$ cat src/design/lrhg_pkg.sv
// ============================================================================
// lrhg_pkg : shared types and constants for the LED ring hue gradient core
// Widths, register indexes, the front-to-back command word, divider
// request/response groups and the front sequencer states.
// ============================================================================
package lrhg_pkg;

    // ring limits
    localparam int MAX_PIXELS = 64;
    localparam int IDX_W      = $clog2(MAX_PIXELS);   // pixel index width
    localparam int CNT_W      = IDX_W + 1;            // holds MAX_PIXELS itself

    // field widths
    localparam int HUE_W      = 9;
    localparam int PCT_W      = 7;
    localparam int CH_W       = 8;
    localparam int STEP_W     = HUE_W + 1;            // signed hue step
    localparam int CFG_DATA_W = 8;

    // hue constants
    localparam logic [HUE_W-1:0] HUE_FULL   = 9'd360;
    localparam logic [HUE_W-1:0] HUE_SECTOR = 9'd60;
    localparam logic [CH_W-1:0]  CH_ON      = 8'd255;
    localparam logic [CH_W-1:0]  CH_OFF     = 8'd0;
    localparam int               PCT_FULL   = 100;

    // brightness: max_brightness * percent / 100 by reciprocal multiply
    // ceil(2^19 / 100) is exact for every product below 43699
    localparam int               PROD_W    = CH_W + PCT_W;
    localparam int               RECIP_W   = 13;
    localparam int               RECIP_SH  = 19;
    localparam int               BQ_W      = PROD_W + RECIP_W - RECIP_SH;
    localparam logic [RECIP_W-1:0] PCT_RECIP = 13'd5243;

    // color sectors
    localparam logic [2:0] SEC_RY = 3'd0;   // red to yellow
    localparam logic [2:0] SEC_YG = 3'd1;   // yellow to green
    localparam logic [2:0] SEC_GC = 3'd2;   // green to cyan
    localparam logic [2:0] SEC_CB = 3'd3;   // cyan to blue
    localparam logic [2:0] SEC_BM = 3'd4;   // blue to magenta
    localparam logic [2:0] SEC_MR = 3'd5;   // magenta to red

    // configuration register indexes
    localparam logic CFG_RING_SIZE  = 1'b0;
    localparam logic CFG_MAX_BRIGHT = 1'b1;

    localparam logic [CNT_W-1:0] RING_SIZE_RST  = 7'd24;
    localparam logic [CH_W-1:0]  MAX_BRIGHT_RST = 8'd255;

    // shared divider
    localparam int DIV_DVD_W = STEP_W;                // widest dividend: hue difference
    localparam int DIV_DSR_W = PCT_W;                 // widest divisor
    localparam int DIV_STEPS = DIV_DVD_W;
    localparam int DIV_CNT_W = $clog2(DIV_STEPS);

    // command queue
    localparam int QDEPTH = 2;
    localparam int QPTR_W = $clog2(QDEPTH);

    typedef struct packed {
        logic                 start;
        logic [DIV_DVD_W-1:0] dividend;
        logic [DIV_DSR_W-1:0] divisor;
    } t_div_req;

    typedef struct packed {
        logic                 done;
        logic [DIV_DVD_W-1:0] quotient;
        logic [DIV_DSR_W-1:0] remainder;
    } t_div_rsp;

    // one prepared request, front to back
    typedef struct packed {
        logic [IDX_W-1:0]  first;
        logic [CNT_W-1:0]  ring;
        logic [CNT_W-1:0]  count;
        logic [HUE_W-1:0]  hue_start;
        logic [STEP_W-1:0] step;
        logic [CH_W-1:0]   bright;
    } t_cmd;

    typedef struct packed {
        logic [CH_W-1:0] red;
        logic [CH_W-1:0] green;
        logic [CH_W-1:0] blue;
    } t_rgb;

    typedef enum logic [2:0] {
        ST_IDLE,
        ST_BR_START,
        ST_MOD_START,
        ST_MOD_WAIT,
        ST_STEP_START,
        ST_STEP_WAIT,
        ST_PUSH
    } t_front_state;

endpackage

$ cat src/design/lrhg_div.sv
// ============================================================================
// lrhg_div : restoring divider, one quotient bit per cycle
// Unsigned dividend by nonzero divisor. done pulses for one cycle once
// quotient and remainder are final.
// ============================================================================
module lrhg_div (
    input  logic               i_clk,
    input  logic               i_rst_n,
    input  lrhg_pkg::t_div_req i_req,
    output lrhg_pkg::t_div_rsp o_rsp
);

    logic                           r_busy;
    logic                           r_done;
    logic [lrhg_pkg::DIV_CNT_W-1:0] r_cnt;
    logic [lrhg_pkg::DIV_DVD_W-1:0] r_dvd;   // dividend shifts out, quotient shifts in
    logic [lrhg_pkg::DIV_DSR_W-1:0] r_dsr;
    logic [lrhg_pkg::DIV_DSR_W-1:0] r_rem;

    logic [lrhg_pkg::DIV_DSR_W:0]   w_trial;
    logic                           w_fit;

    // shift in next dividend bit and try the subtract
    assign w_trial = {r_rem, r_dvd[lrhg_pkg::DIV_DVD_W-1]};
    assign w_fit   = (w_trial >= {1'b0, r_dsr});

    // control
    always_ff @(posedge i_clk) begin
        if (!i_rst_n) begin
            r_busy <= 1'b0;
            r_done <= 1'b0;
            r_cnt  <= '0;
        end else begin
            r_done <= 1'b0;
            if (r_busy) begin
                r_cnt <= r_cnt + 1'b1;
                if (r_cnt == lrhg_pkg::DIV_CNT_W'(lrhg_pkg::DIV_STEPS - 1)) begin
                    r_busy <= 1'b0;
                    r_done <= 1'b1;
                end
            end else if (i_req.start) begin
                r_busy <= 1'b1;
                r_cnt  <= '0;
            end
        end
    end

    // datapath
    always_ff @(posedge i_clk) begin
        if (r_busy) begin
            r_dvd <= {r_dvd[lrhg_pkg::DIV_DVD_W-2:0], w_fit};
            r_rem <= w_fit ? lrhg_pkg::DIV_DSR_W'(w_trial - {1'b0, r_dsr})
                           : w_trial[lrhg_pkg::DIV_DSR_W-1:0];
        end else if (i_req.start) begin
            r_dvd <= i_req.dividend;
            r_dsr <= i_req.divisor;
            r_rem <= '0;
        end
    end

    assign o_rsp.done      = r_done;
    assign o_rsp.quotient  = r_dvd;
    assign o_rsp.remainder = r_rem;

endmodule

$ cat src/design/lrhg_front.sv
// ============================================================================
// lrhg_front : request intake and setup sequencer
// Clamps count and ring size, works out brightness by a reciprocal multiply,
// then first index and hue step (zero for a single pixel) on the shared
// divider, and pushes one command word per request with a nonzero count.
// ============================================================================
module lrhg_front (
    input  logic                              i_clk,
    input  logic                              i_rst_n,
    input  logic [lrhg_pkg::CNT_W-1:0]        i_ring_size,
    input  logic [lrhg_pkg::CH_W-1:0]         i_max_bright,
    input  logic                              i_valid,
    output logic                              o_ready,
    input  logic [lrhg_pkg::CNT_W-1:0]        i_start_pixel,
    input  logic [lrhg_pkg::CNT_W-1:0]        i_pixel_count,
    input  logic [lrhg_pkg::HUE_W-1:0]        i_hue_start,
    input  logic [lrhg_pkg::HUE_W-1:0]        i_hue_end,
    input  logic [lrhg_pkg::PCT_W-1:0]        i_bright_pct,
    output lrhg_pkg::t_div_req                o_div_req,
    input  lrhg_pkg::t_div_rsp                i_div_rsp,
    input  logic                              i_q_full,
    output logic                              o_q_push,
    output lrhg_pkg::t_cmd                    o_q_cmd
);

    lrhg_pkg::t_front_state r_state, n_state;

    logic [lrhg_pkg::CNT_W-1:0]  r_sp;
    logic [lrhg_pkg::CNT_W-1:0]  r_cnt;
    logic [lrhg_pkg::CNT_W-1:0]  r_ring;
    logic [lrhg_pkg::HUE_W-1:0]  r_hs;
    logic [lrhg_pkg::HUE_W-1:0]  r_he;
    logic [lrhg_pkg::PROD_W-1:0] r_prod;
    logic [lrhg_pkg::CH_W-1:0]   r_bright;
    logic [lrhg_pkg::IDX_W-1:0]  r_first;
    logic [lrhg_pkg::STEP_W-1:0] r_step;

    logic                                          w_accept;
    logic [lrhg_pkg::CNT_W-1:0]                    w_cnt_clamp;
    logic [lrhg_pkg::CNT_W-1:0]                    w_ring_clamp;
    logic [lrhg_pkg::PROD_W-1:0]                   w_prod;
    logic [lrhg_pkg::PROD_W+lrhg_pkg::RECIP_W-1:0] w_scaled;
    logic [lrhg_pkg::BQ_W-1:0]                     w_bright_q;
    logic [lrhg_pkg::CNT_W-1:0]                    w_sp_abs;
    logic [lrhg_pkg::STEP_W-1:0]                   w_diff;
    logic [lrhg_pkg::STEP_W-1:0]                   w_diff_abs;
    logic [lrhg_pkg::STEP_W-1:0]                   w_quo;
    logic [lrhg_pkg::CNT_W-1:0]                    w_rem;

    assign w_accept = i_valid && o_ready;

    // clamp count and ring to the supported range
    always_comb begin
        w_cnt_clamp = i_pixel_count;
        if (i_pixel_count > lrhg_pkg::CNT_W'(lrhg_pkg::MAX_PIXELS))
            w_cnt_clamp = lrhg_pkg::CNT_W'(lrhg_pkg::MAX_PIXELS);
        w_ring_clamp = i_ring_size;
        if (i_ring_size == '0)
            w_ring_clamp = lrhg_pkg::CNT_W'(1);
        else if (i_ring_size > lrhg_pkg::CNT_W'(lrhg_pkg::MAX_PIXELS))
            w_ring_clamp = lrhg_pkg::CNT_W'(lrhg_pkg::MAX_PIXELS);
    end

    // brightness product at intake, divide by 100 as multiply and shift
    assign w_prod     = {{lrhg_pkg::PCT_W{1'b0}}, i_max_bright}
                      * {{lrhg_pkg::CH_W{1'b0}}, i_bright_pct};
    assign w_scaled   = {{lrhg_pkg::RECIP_W{1'b0}}, r_prod}
                      * {{lrhg_pkg::PROD_W{1'b0}}, lrhg_pkg::PCT_RECIP};
    assign w_bright_q = w_scaled[lrhg_pkg::RECIP_SH +: lrhg_pkg::BQ_W];

    // divider operands
    assign w_sp_abs   = r_sp[lrhg_pkg::CNT_W-1] ? (~r_sp + 1'b1) : r_sp;
    assign w_diff     = {1'b0, r_he} - {1'b0, r_hs};
    assign w_diff_abs = w_diff[lrhg_pkg::STEP_W-1] ? (~w_diff + 1'b1) : w_diff;
    assign w_quo      = i_div_rsp.quotient[lrhg_pkg::STEP_W-1:0];
    assign w_rem      = i_div_rsp.remainder;

    // next state
    always_comb begin
        n_state = r_state;
        case (r_state)
            lrhg_pkg::ST_IDLE: begin
                if (w_accept && (i_pixel_count != '0)) n_state = lrhg_pkg::ST_BR_START;
            end
            lrhg_pkg::ST_BR_START:  n_state = lrhg_pkg::ST_MOD_START;
            lrhg_pkg::ST_MOD_START: n_state = lrhg_pkg::ST_MOD_WAIT;
            lrhg_pkg::ST_MOD_WAIT: begin
                if (i_div_rsp.done) n_state = lrhg_pkg::ST_STEP_START;
            end
            lrhg_pkg::ST_STEP_START: begin
                if (r_cnt == lrhg_pkg::CNT_W'(1)) n_state = lrhg_pkg::ST_PUSH;
                else                               n_state = lrhg_pkg::ST_STEP_WAIT;
            end
            lrhg_pkg::ST_STEP_WAIT: begin
                if (i_div_rsp.done) n_state = lrhg_pkg::ST_PUSH;
            end
            lrhg_pkg::ST_PUSH: begin
                if (!i_q_full) n_state = lrhg_pkg::ST_IDLE;
            end
            default: n_state = lrhg_pkg::ST_IDLE;
        endcase
    end

    // outputs
    always_comb begin
        o_ready            = 1'b0;
        o_q_push           = 1'b0;
        o_div_req.start    = 1'b0;
        o_div_req.dividend = '0;
        o_div_req.divisor  = '0;
        case (r_state)
            lrhg_pkg::ST_IDLE:     o_ready = 1'b1;
            lrhg_pkg::ST_MOD_START: begin
                o_div_req.start    = 1'b1;
                o_div_req.dividend = lrhg_pkg::DIV_DVD_W'(w_sp_abs);
                o_div_req.divisor  = r_ring;
            end
            lrhg_pkg::ST_STEP_START: begin
                o_div_req.start    = (r_cnt != lrhg_pkg::CNT_W'(1));
                o_div_req.dividend = lrhg_pkg::DIV_DVD_W'(w_diff_abs);
                o_div_req.divisor  = r_cnt - 1'b1;
            end
            lrhg_pkg::ST_PUSH:     o_q_push = !i_q_full;
            default: ;
        endcase
    end

    always_ff @(posedge i_clk) begin
        if (!i_rst_n) r_state <= lrhg_pkg::ST_IDLE;
        else          r_state <= n_state;
    end

    // request fields and setup results
    always_ff @(posedge i_clk) begin
        case (r_state)
            lrhg_pkg::ST_IDLE: begin
                if (w_accept) begin
                    r_sp   <= i_start_pixel;
                    r_cnt  <= w_cnt_clamp;
                    r_ring <= w_ring_clamp;
                    r_hs   <= i_hue_start;
                    r_he   <= i_hue_end;
                    r_prod <= w_prod;
                end
            end
            lrhg_pkg::ST_BR_START: begin
                // percent above 100 can push the result past 255, which saturates at full scale
                r_bright <= (w_bright_q > lrhg_pkg::BQ_W'(lrhg_pkg::CH_ON))
                            ? lrhg_pkg::CH_ON : w_bright_q[lrhg_pkg::CH_W-1:0];
            end
            lrhg_pkg::ST_MOD_WAIT: begin
                // negative start wraps back from the ring end
                if (i_div_rsp.done) begin
                    if (r_sp[lrhg_pkg::CNT_W-1] && (w_rem != '0))
                        r_first <= lrhg_pkg::IDX_W'(r_ring - w_rem);
                    else
                        r_first <= w_rem[lrhg_pkg::IDX_W-1:0];
                end
            end
            lrhg_pkg::ST_STEP_START: begin
                if (r_cnt == lrhg_pkg::CNT_W'(1)) r_step <= '0;
            end
            lrhg_pkg::ST_STEP_WAIT: begin
                // truncate toward zero: divide magnitude, restore sign
                if (i_div_rsp.done)
                    r_step <= w_diff[lrhg_pkg::STEP_W-1] ? (~w_quo + 1'b1) : w_quo;
            end
            default: ;
        endcase
    end

    assign o_q_cmd.first     = r_first;
    assign o_q_cmd.ring      = r_ring;
    assign o_q_cmd.count     = r_cnt;
    assign o_q_cmd.hue_start = r_hs;
    assign o_q_cmd.step      = r_step;
    assign o_q_cmd.bright    = r_bright;

endmodule

$ cat src/design/lrhg_queue.sv
// ============================================================================
// lrhg_queue : short command queue between front and back
// Register-based FIFO, first-word fall-through.
// ============================================================================
module lrhg_queue (
    input  logic           i_clk,
    input  logic           i_rst_n,
    input  logic           i_push,
    input  lrhg_pkg::t_cmd i_cmd,
    output logic           o_full,
    input  logic           i_pop,
    output logic           o_empty,
    output lrhg_pkg::t_cmd o_cmd
);

    lrhg_pkg::t_cmd                r_mem [lrhg_pkg::QDEPTH];
    logic [lrhg_pkg::QPTR_W-1:0]   r_wr_ptr;
    logic [lrhg_pkg::QPTR_W-1:0]   r_rd_ptr;
    logic [lrhg_pkg::QPTR_W:0]     r_fill;

    assign o_full  = (r_fill == (lrhg_pkg::QPTR_W+1)'(lrhg_pkg::QDEPTH));
    assign o_empty = (r_fill == '0);
    assign o_cmd   = r_mem[r_rd_ptr];

    // pointers and fill count
    always_ff @(posedge i_clk) begin
        if (!i_rst_n) begin
            r_wr_ptr <= '0;
            r_rd_ptr <= '0;
            r_fill   <= '0;
        end else begin
            if (i_push) r_wr_ptr <= r_wr_ptr + 1'b1;
            if (i_pop)  r_rd_ptr <= r_rd_ptr + 1'b1;
            case ({i_push, i_pop})
                2'b10:   r_fill <= r_fill + 1'b1;
                2'b01:   r_fill <= r_fill - 1'b1;
                default: r_fill <= r_fill;
            endcase
        end
    end

    // storage
    always_ff @(posedge i_clk) begin
        if (i_push) r_mem[r_wr_ptr] <= i_cmd;
    end

endmodule

$ cat src/design/lrhg_back.sv
// ============================================================================
// lrhg_back : pixel generator and color conversion
// Walks a command, a pixel a cycle unless stalled: index wraps at ring size,
// hue steps by a fixed amount, full-saturation HSV to RGB, registered output.
// ============================================================================
module lrhg_back (
    input  logic                        i_clk,
    input  logic                        i_rst_n,
    input  logic                        i_q_empty,
    input  lrhg_pkg::t_cmd              i_q_cmd,
    output logic                        o_q_pop,
    output logic                        o_valid,
    input  logic                        i_ready,
    output logic [lrhg_pkg::IDX_W-1:0]  o_pixel_index,
    output lrhg_pkg::t_rgb              o_rgb,
    output logic [lrhg_pkg::CH_W-1:0]   o_brightness,
    output logic                        o_last
);

    // hue in 0..511 to color
    function automatic lrhg_pkg::t_rgb hue_rgb(input logic [lrhg_pkg::HUE_W-1:0] hue);
        logic [lrhg_pkg::HUE_W-1:0] hm;
        logic [lrhg_pkg::HUE_W-1:0] base;
        logic [2:0]                 sec;
        logic [5:0]                 k;
        logic [9:0]                 up17;
        logic [9:0]                 dn17;
        logic [lrhg_pkg::CH_W-1:0]  up;
        logic [lrhg_pkg::CH_W-1:0]  dn;
        lrhg_pkg::t_rgb             c;
        hm = (hue >= lrhg_pkg::HUE_FULL) ? (hue - lrhg_pkg::HUE_FULL) : hue;
        if (hm < lrhg_pkg::HUE_SECTOR) begin
            sec = lrhg_pkg::SEC_RY; base = '0;
        end else if (hm < 2 * lrhg_pkg::HUE_SECTOR) begin
            sec = lrhg_pkg::SEC_YG; base = lrhg_pkg::HUE_SECTOR;
        end else if (hm < 3 * lrhg_pkg::HUE_SECTOR) begin
            sec = lrhg_pkg::SEC_GC; base = lrhg_pkg::HUE_W'(2 * lrhg_pkg::HUE_SECTOR);
        end else if (hm < 4 * lrhg_pkg::HUE_SECTOR) begin
            sec = lrhg_pkg::SEC_CB; base = lrhg_pkg::HUE_W'(3 * lrhg_pkg::HUE_SECTOR);
        end else if (hm < 5 * lrhg_pkg::HUE_SECTOR) begin
            sec = lrhg_pkg::SEC_BM; base = lrhg_pkg::HUE_W'(4 * lrhg_pkg::HUE_SECTOR);
        end else begin
            sec = lrhg_pkg::SEC_MR; base = lrhg_pkg::HUE_W'(5 * lrhg_pkg::HUE_SECTOR);
        end
        k    = 6'(hm - base);
        // ramps are floor(17k/4) rising and floor(17(60-k)/4) falling
        up17 = {4'b0, k} * 10'd17;
        dn17 = (10'(lrhg_pkg::HUE_SECTOR) - {4'b0, k}) * 10'd17;
        up   = up17[9:2];
        dn   = dn17[9:2];
        case (sec)
            lrhg_pkg::SEC_RY: c = '{lrhg_pkg::CH_ON,  up,               lrhg_pkg::CH_OFF};
            lrhg_pkg::SEC_YG: c = '{dn,               lrhg_pkg::CH_ON,  lrhg_pkg::CH_OFF};
            lrhg_pkg::SEC_GC: c = '{lrhg_pkg::CH_OFF, lrhg_pkg::CH_ON,  up};
            lrhg_pkg::SEC_CB: c = '{lrhg_pkg::CH_OFF, dn,               lrhg_pkg::CH_ON};
            lrhg_pkg::SEC_BM: c = '{up,               lrhg_pkg::CH_OFF, lrhg_pkg::CH_ON};
            default:          c = '{lrhg_pkg::CH_ON,  lrhg_pkg::CH_OFF, dn};
        endcase
        return c;
    endfunction

    // generator state
    logic                        r_active;
    logic [lrhg_pkg::IDX_W-1:0]  r_idx;
    logic [lrhg_pkg::CNT_W-1:0]  r_ring;
    logic [lrhg_pkg::CNT_W-1:0]  r_left;
    logic [lrhg_pkg::STEP_W-1:0] r_hue;
    logic [lrhg_pkg::STEP_W-1:0] r_step;
    logic [lrhg_pkg::CH_W-1:0]   r_bright;

    // output register
    logic                        r_out_valid;
    logic [lrhg_pkg::IDX_W-1:0]  r_out_idx;
    lrhg_pkg::t_rgb              r_out_rgb;
    logic [lrhg_pkg::CH_W-1:0]   r_out_bright;
    logic                        r_out_last;

    logic                        w_load;
    logic                        w_last;
    logic                        w_wrap;

    assign o_q_pop = !r_active && !i_q_empty;
    assign w_load  = r_active && (!r_out_valid || i_ready);
    assign w_last  = (r_left == lrhg_pkg::CNT_W'(1));
    assign w_wrap  = (({1'b0, r_idx} + 1'b1) == r_ring);

    // control
    always_ff @(posedge i_clk) begin
        if (!i_rst_n) begin
            r_active    <= 1'b0;
            r_out_valid <= 1'b0;
        end else begin
            if (o_q_pop)
                r_active <= 1'b1;
            else if (w_load && w_last)
                r_active <= 1'b0;
            if (w_load)
                r_out_valid <= 1'b1;
            else if (i_ready)
                r_out_valid <= 1'b0;
        end
    end

    // pixel walk
    always_ff @(posedge i_clk) begin
        if (o_q_pop) begin
            r_idx    <= i_q_cmd.first;
            r_ring   <= i_q_cmd.ring;
            r_left   <= i_q_cmd.count;
            r_hue    <= {1'b0, i_q_cmd.hue_start};
            r_step   <= i_q_cmd.step;
            r_bright <= i_q_cmd.bright;
        end else if (w_load) begin
            r_idx  <= w_wrap ? '0 : r_idx + 1'b1;
            r_left <= r_left - 1'b1;
            r_hue  <= r_hue + r_step;
        end
    end

    // output word
    always_ff @(posedge i_clk) begin
        if (w_load) begin
            r_out_idx    <= r_idx;
            r_out_rgb    <= hue_rgb(r_hue[lrhg_pkg::HUE_W-1:0]);
            r_out_bright <= r_bright;
            r_out_last   <= w_last;
        end
    end

    assign o_valid       = r_out_valid;
    assign o_pixel_index = r_out_idx;
    assign o_rgb         = r_out_rgb;
    assign o_brightness  = r_out_bright;
    assign o_last        = r_out_last;

endmodule

$ cat src/design/led_ring_hue_gradient_core.sv
// ============================================================================
// led_ring_hue_gradient_core : hue gradient painter for an LED ring
// Expands each gradient request into one pixel write per lit LED.
//
//  channel   dir  handshake                    word
//  s_axis    in   tvalid/tready                one gradient request
//  m_axis    out  tvalid/tready, tlast         one pixel write, tlast on final
//  cfg       in   i_cfg_we, no wait            ring_size, max_brightness
//
// Setup per request: accept, brightness by reciprocal multiply, then start
// index modulo ring and hue step on the shared bit-serial divider (the step
// division is skipped for a single pixel), and a push. The pixel walk pops
// a command and then emits one write per cycle while the output is not
// stalled. Reset is synchronous; it clears the sequencer, queue and output
// valid. A stalled output holds the walk; the two-deep queue lets setup run
// ahead.
// ============================================================================
module led_ring_hue_gradient_core (
    input  logic        i_clk,
    input  logic        i_rst_n,
    // configuration
    input  logic        i_cfg_we,
    input  logic        i_cfg_idx,
    input  logic [7:0]  i_cfg_wdata,
    // request stream
    input  logic        i_s_axis_tvalid,
    output logic        o_s_axis_tready,
    input  logic [39:0] i_s_axis_tdata,   // start_pixel[6:0], pixel_count[13:7],
                                          // hue_start[22:14], hue_end[31:23],
                                          // brightness_percent[38:32]
    // pixel stream
    output logic        o_m_axis_tvalid,
    input  logic        i_m_axis_tready,
    output logic [39:0] o_m_axis_tdata,   // pixel_index[5:0], red[13:6],
                                          // green[21:14], blue[29:22],
                                          // brightness[37:30]
    output logic        o_m_axis_tlast
);

    logic [lrhg_pkg::CNT_W-1:0] r_ring_size;
    logic [lrhg_pkg::CH_W-1:0]  r_max_bright;

    lrhg_pkg::t_div_req         w_div_req;
    lrhg_pkg::t_div_rsp         w_div_rsp;
    lrhg_pkg::t_cmd             w_push_cmd;
    lrhg_pkg::t_cmd             w_head_cmd;
    logic                       w_push;
    logic                       w_pop;
    logic                       w_full;
    logic                       w_empty;
    logic [lrhg_pkg::IDX_W-1:0] w_pix_idx;
    lrhg_pkg::t_rgb             w_rgb;
    logic [lrhg_pkg::CH_W-1:0]  w_bright;

    // configuration registers
    always_ff @(posedge i_clk) begin
        if (!i_rst_n) begin
            r_ring_size  <= lrhg_pkg::RING_SIZE_RST;
            r_max_bright <= lrhg_pkg::MAX_BRIGHT_RST;
        end else if (i_cfg_we) begin
            case (i_cfg_idx)
                lrhg_pkg::CFG_RING_SIZE:  r_ring_size  <= i_cfg_wdata[lrhg_pkg::CNT_W-1:0];
                lrhg_pkg::CFG_MAX_BRIGHT: r_max_bright <= i_cfg_wdata;
                default: ;
            endcase
        end
    end

    lrhg_front u_front (
        .i_clk         (i_clk),
        .i_rst_n       (i_rst_n),
        .i_ring_size   (r_ring_size),
        .i_max_bright  (r_max_bright),
        .i_valid       (i_s_axis_tvalid),
        .o_ready       (o_s_axis_tready),
        .i_start_pixel (i_s_axis_tdata[6:0]),
        .i_pixel_count (i_s_axis_tdata[13:7]),
        .i_hue_start   (i_s_axis_tdata[22:14]),
        .i_hue_end     (i_s_axis_tdata[31:23]),
        .i_bright_pct  (i_s_axis_tdata[38:32]),
        .o_div_req     (w_div_req),
        .i_div_rsp     (w_div_rsp),
        .i_q_full      (w_full),
        .o_q_push      (w_push),
        .o_q_cmd       (w_push_cmd)
    );

    lrhg_div u_div (
        .i_clk   (i_clk),
        .i_rst_n (i_rst_n),
        .i_req   (w_div_req),
        .o_rsp   (w_div_rsp)
    );

    lrhg_queue u_queue (
        .i_clk   (i_clk),
        .i_rst_n (i_rst_n),
        .i_push  (w_push),
        .i_cmd   (w_push_cmd),
        .o_full  (w_full),
        .i_pop   (w_pop),
        .o_empty (w_empty),
        .o_cmd   (w_head_cmd)
    );

    lrhg_back u_back (
        .i_clk         (i_clk),
        .i_rst_n       (i_rst_n),
        .i_q_empty     (w_empty),
        .i_q_cmd       (w_head_cmd),
        .o_q_pop       (w_pop),
        .o_valid       (o_m_axis_tvalid),
        .i_ready       (i_m_axis_tready),
        .o_pixel_index (w_pix_idx),
        .o_rgb         (w_rgb),
        .o_brightness  (w_bright),
        .o_last        (o_m_axis_tlast)
    );

    // pack the pixel word
    assign o_m_axis_tdata = {2'b00, w_bright, w_rgb.blue, w_rgb.green, w_rgb.red, w_pix_idx};

endmodule
$ cat config.mk
export PLATFORM = sky130hd
export DESIGN_NAME = led_ring_hue_gradient_core
export DESIGN_NICKNAME = d
export VERILOG_FILES = /design/src/design/lrhg_pkg.sv /design/src/design/lrhg_div.sv /design/src/design/lrhg_front.sv /design/src/design/lrhg_queue.sv /design/src/design/lrhg_back.sv /design/src/design/led_ring_hue_gradient_core.sv
export SDC_FILE = /design/constraint.sdc
export NUM_CORES = 1
export LEC_CHECK = 0
export BUFFER_PORTS_ARGS = -buffer_cell sky130_fd_sc_hd__buf_2
export CAP_MARGIN = 30
export CORE_MARGIN = 4
export CORE_UTILIZATION = 50
export CTS_CLUSTER_DIAMETER = 60
export DETAILED_ROUTE_END_ITERATION = 8
export PLACE_DENSITY = 0.7
export SLEW_MARGIN = 20
export SYNTH_ARGS = -nofsm -noshare
export SYNTH_HDL_FRONTEND = slang
export SYNTH_HIERARCHICAL = 1
export SYNTH_SLANG_ARGS = --single-unit
export TNS_END_PERCENT = 50
$ cat constraint.sdc
create_clock -name i_clk -period 6.05 [get_ports i_clk]
set_clock_uncertainty 0.15 [all_clocks]
set_input_delay 0 -clock i_clk [delete_from_list [all_inputs] [get_ports i_clk]]
set_output_delay 0 -clock i_clk [all_outputs]
set_load 0.005 [all_outputs]
==> impl_metrics.ini <==
[sta]
drv_slew = 0
setup_viol = 0
relSlewSlack_pct = 37.7
setup_ws_ns = 0.133
period_minus_slack_ns = 5.92
setup-tns-final_ns = 0
worst_slew_pin_slew_ns = 0.933
finalCritPeriodShare_pct = 97.8
finalHoldViolations = 0
fmax_mhz = 169
rsz0062_at_grt = yes

[setup_path]
crit_arrival_ns = 6.06
end_kind = register
rr_endpoint = u_back/o_rgb[15]$_DFFE_PP_
crit_path_start_kind = register
crit_fanout = 4
rr_worst_depth = 25
criticalPathCategory = register to register
required_ns = 6.19
r2r-start = u_back/r_hue[1]$_DFFE_PP_
r2r_slack_ns = 0.13

[placement]
placedCellCount = 2345
dpl_cell_area_sq_um = 21400
gp_congestion = 0.871
hpwlAfterDp_um = 29300
pre_cts_ws_ns = -0.119
io_buffers = 93

[floorplan]
dieArea_sq_um = 44000
die_w_um = 210
dieHeight_um = 210
start_util_pct = 50.9
rows = 73
core_area_sq_um = 40000
ios = 97

[global_route]
grt_pass1_wl_um = 66300
grt.total_usage_pct = 18.1
antenna_found_initial = 0
grt_pass1_vias = 13400
grt.overflow.total = 0
grt_max_degree = 55

[routing]
viasPerCell = 5.38
drc_errors = 0
drt-total-wl_um = 40200
drt_iter0_drc = 792
firstDrtPassIters = 5
antenna_left = 0
routedWlPerCell_um = 16.1
num_vias = 13500

[status]
status = finished, final reports clean

[finish]
diodes = 0
fillerInstances = 3201
final_common_cell = edfxtp_1
regArea_sq_um = 8970
multi_input_area_sq_um = 10400
finalNonFillerCells = 2503
drive_gt1_share_pct = 17.4
layout.nets = 2304
final_area_sq_um = 23600
mostFrequentLayoutCells = edfxtp_1, inv_1, ha_1
synthToLayoutAreaGrowth_pct = 16.2

[job]
maxCapViolations = 0

[clock_network]
clk_latency_ns = 0.54
cts_buffer_depth = 3
clkTransAtPathRegs_ns = 0.06
cts_tree = done
cts.sinks = 309
h-tree-depth = 2
cts-root-buf = clkbuf_16
cts_buffers = 35

[synthesis]
yosys_warnings = 6
syn_area_sq_um = 20300
synthCells = 1746
syn_avg_cell_area_sq_um = 11.7

[hold_path]
hold_path.class = input pin to register
min_to = u_front/r_hs[5]$_DFFE_PP_
hold_start = i_s_axis_tdata[19]
min_path_cells = 2
==> timing repair <==
item | CTS | global route
pin swaps | 0 | 19
gates resized for setup | 2 | 39
setup buffers | 3 | 21
hold buffers | 72 | 1
endpoints found under the setup margin | 3 | 9
hold endpoints to repair | 66 | 1
==> metrics by stage <==
| step | hold slack (ns) | utilization, % |
|---|---|---|
| 4_1_cts | 0.000557 | 58.2 |
| 5_1_grt | 0.0162 | 59.1 |
| 3_3_place_gp | 0.0260 | 53.6 |
| 6_report | 0.0300 | 59.1 |
| 3_5_place_dp | 0.0281 | 53.6 |
| 2_1_floorplan | -0.0511 | - |
==> worst max path at each step <==
stage / start / cells past startpoint / endpoint / slack, ns
after floorplan: u_back/r_hue[3]$_DFFE_PP_ / 29 / u_back/o_rgb[15]$_DFFE_PP_ / 0.1
after global placement: u_back/r_hue[4]$_DFFE_PP_ / 25 / u_back/o_rgb[23]$_DFFE_PP_ / 0.09
after detailed placement: u_back/r_hue[4]$_DFFE_PP_ / 25 / u_back/o_rgb[15]$_DFFE_PP_ / -0.12
after CTS: u_back/r_hue[3]$_DFFE_PP_ / 27 / u_back/o_rgb[15]$_DFFE_PP_ / 0.003
after global routing: u_back/r_hue[1]$_DFFE_PP_ / 25 / u_back/o_rgb[15]$_DFFE_PP_ / -0.09
final: u_back/r_hue[1]$_DFFE_PP_ / 25 / u_back/o_rgb[15]$_DFFE_PP_ / 0.13
==> layer usage <==
layer | up-vias | global-route usage [%] | part of all wire [%]
met5 | - | 0 | 0
met4 | 0 | 4.34 | 1.8
met3 | 58 | 2.93 | 5.2
met2 | 322 | 29.0 | 46
met1 | 6491 | 26.3 | 47
li1 | 6583 | - | -
==> sequential cells by signal (all words and copies together) (netlist names), 9 cells and up, named ones only <==
register and count:
u_queue/r_mem 92, u_front/r_step 9, u_front/r_hs 9, u_div/r_dvd 10
u_back/r_hue 9, u_back/r_step 9, u_front/r_he 9, u_front/r_prod 15
u_back/o_rgb 24
==> worst max-delay path: stages, from the launching register on <==
cell and delay (ns):
edfxtp_1 0.38, or2_4 0.28, or4_4 0.60, a31o_4 0.26, a21o_1 0.17, a211o_1 0.32, and2_4 0.19, o21ai_2 0.15
ha_1 0.25, nor2b_4 0.13, o21ai_2 0.11, nand2b_1 0.12, xnor2_2 0.17, and3_4 0.19, or2_4 0.28, xnor2_2 0.14
ha_1 0.28, ha_2 0.18, inv_2 0.04, fa_2 0.36, nor2b_1 0.12, o21ai_1 0.06, nand2b_1 0.14, xor2_1 0.20
o211ai_1 0.14, a31o_1 0.25
==> final cells by class <==
class | instances | area share, %
clock buffer | 38 | 3.75
clock inverter | 23 | 0.911
inverter | 231 | 3.68
multi-input combinational | 1157 | 44.1
sequential | 309 | 38.0
tap | 525 | 2.78
timing repair buffer | 220 | 6.86
Power is left out: the tool's default activity adds up to more than one toggle a clock period on the data nets, which glitch-free logic cannot reach.
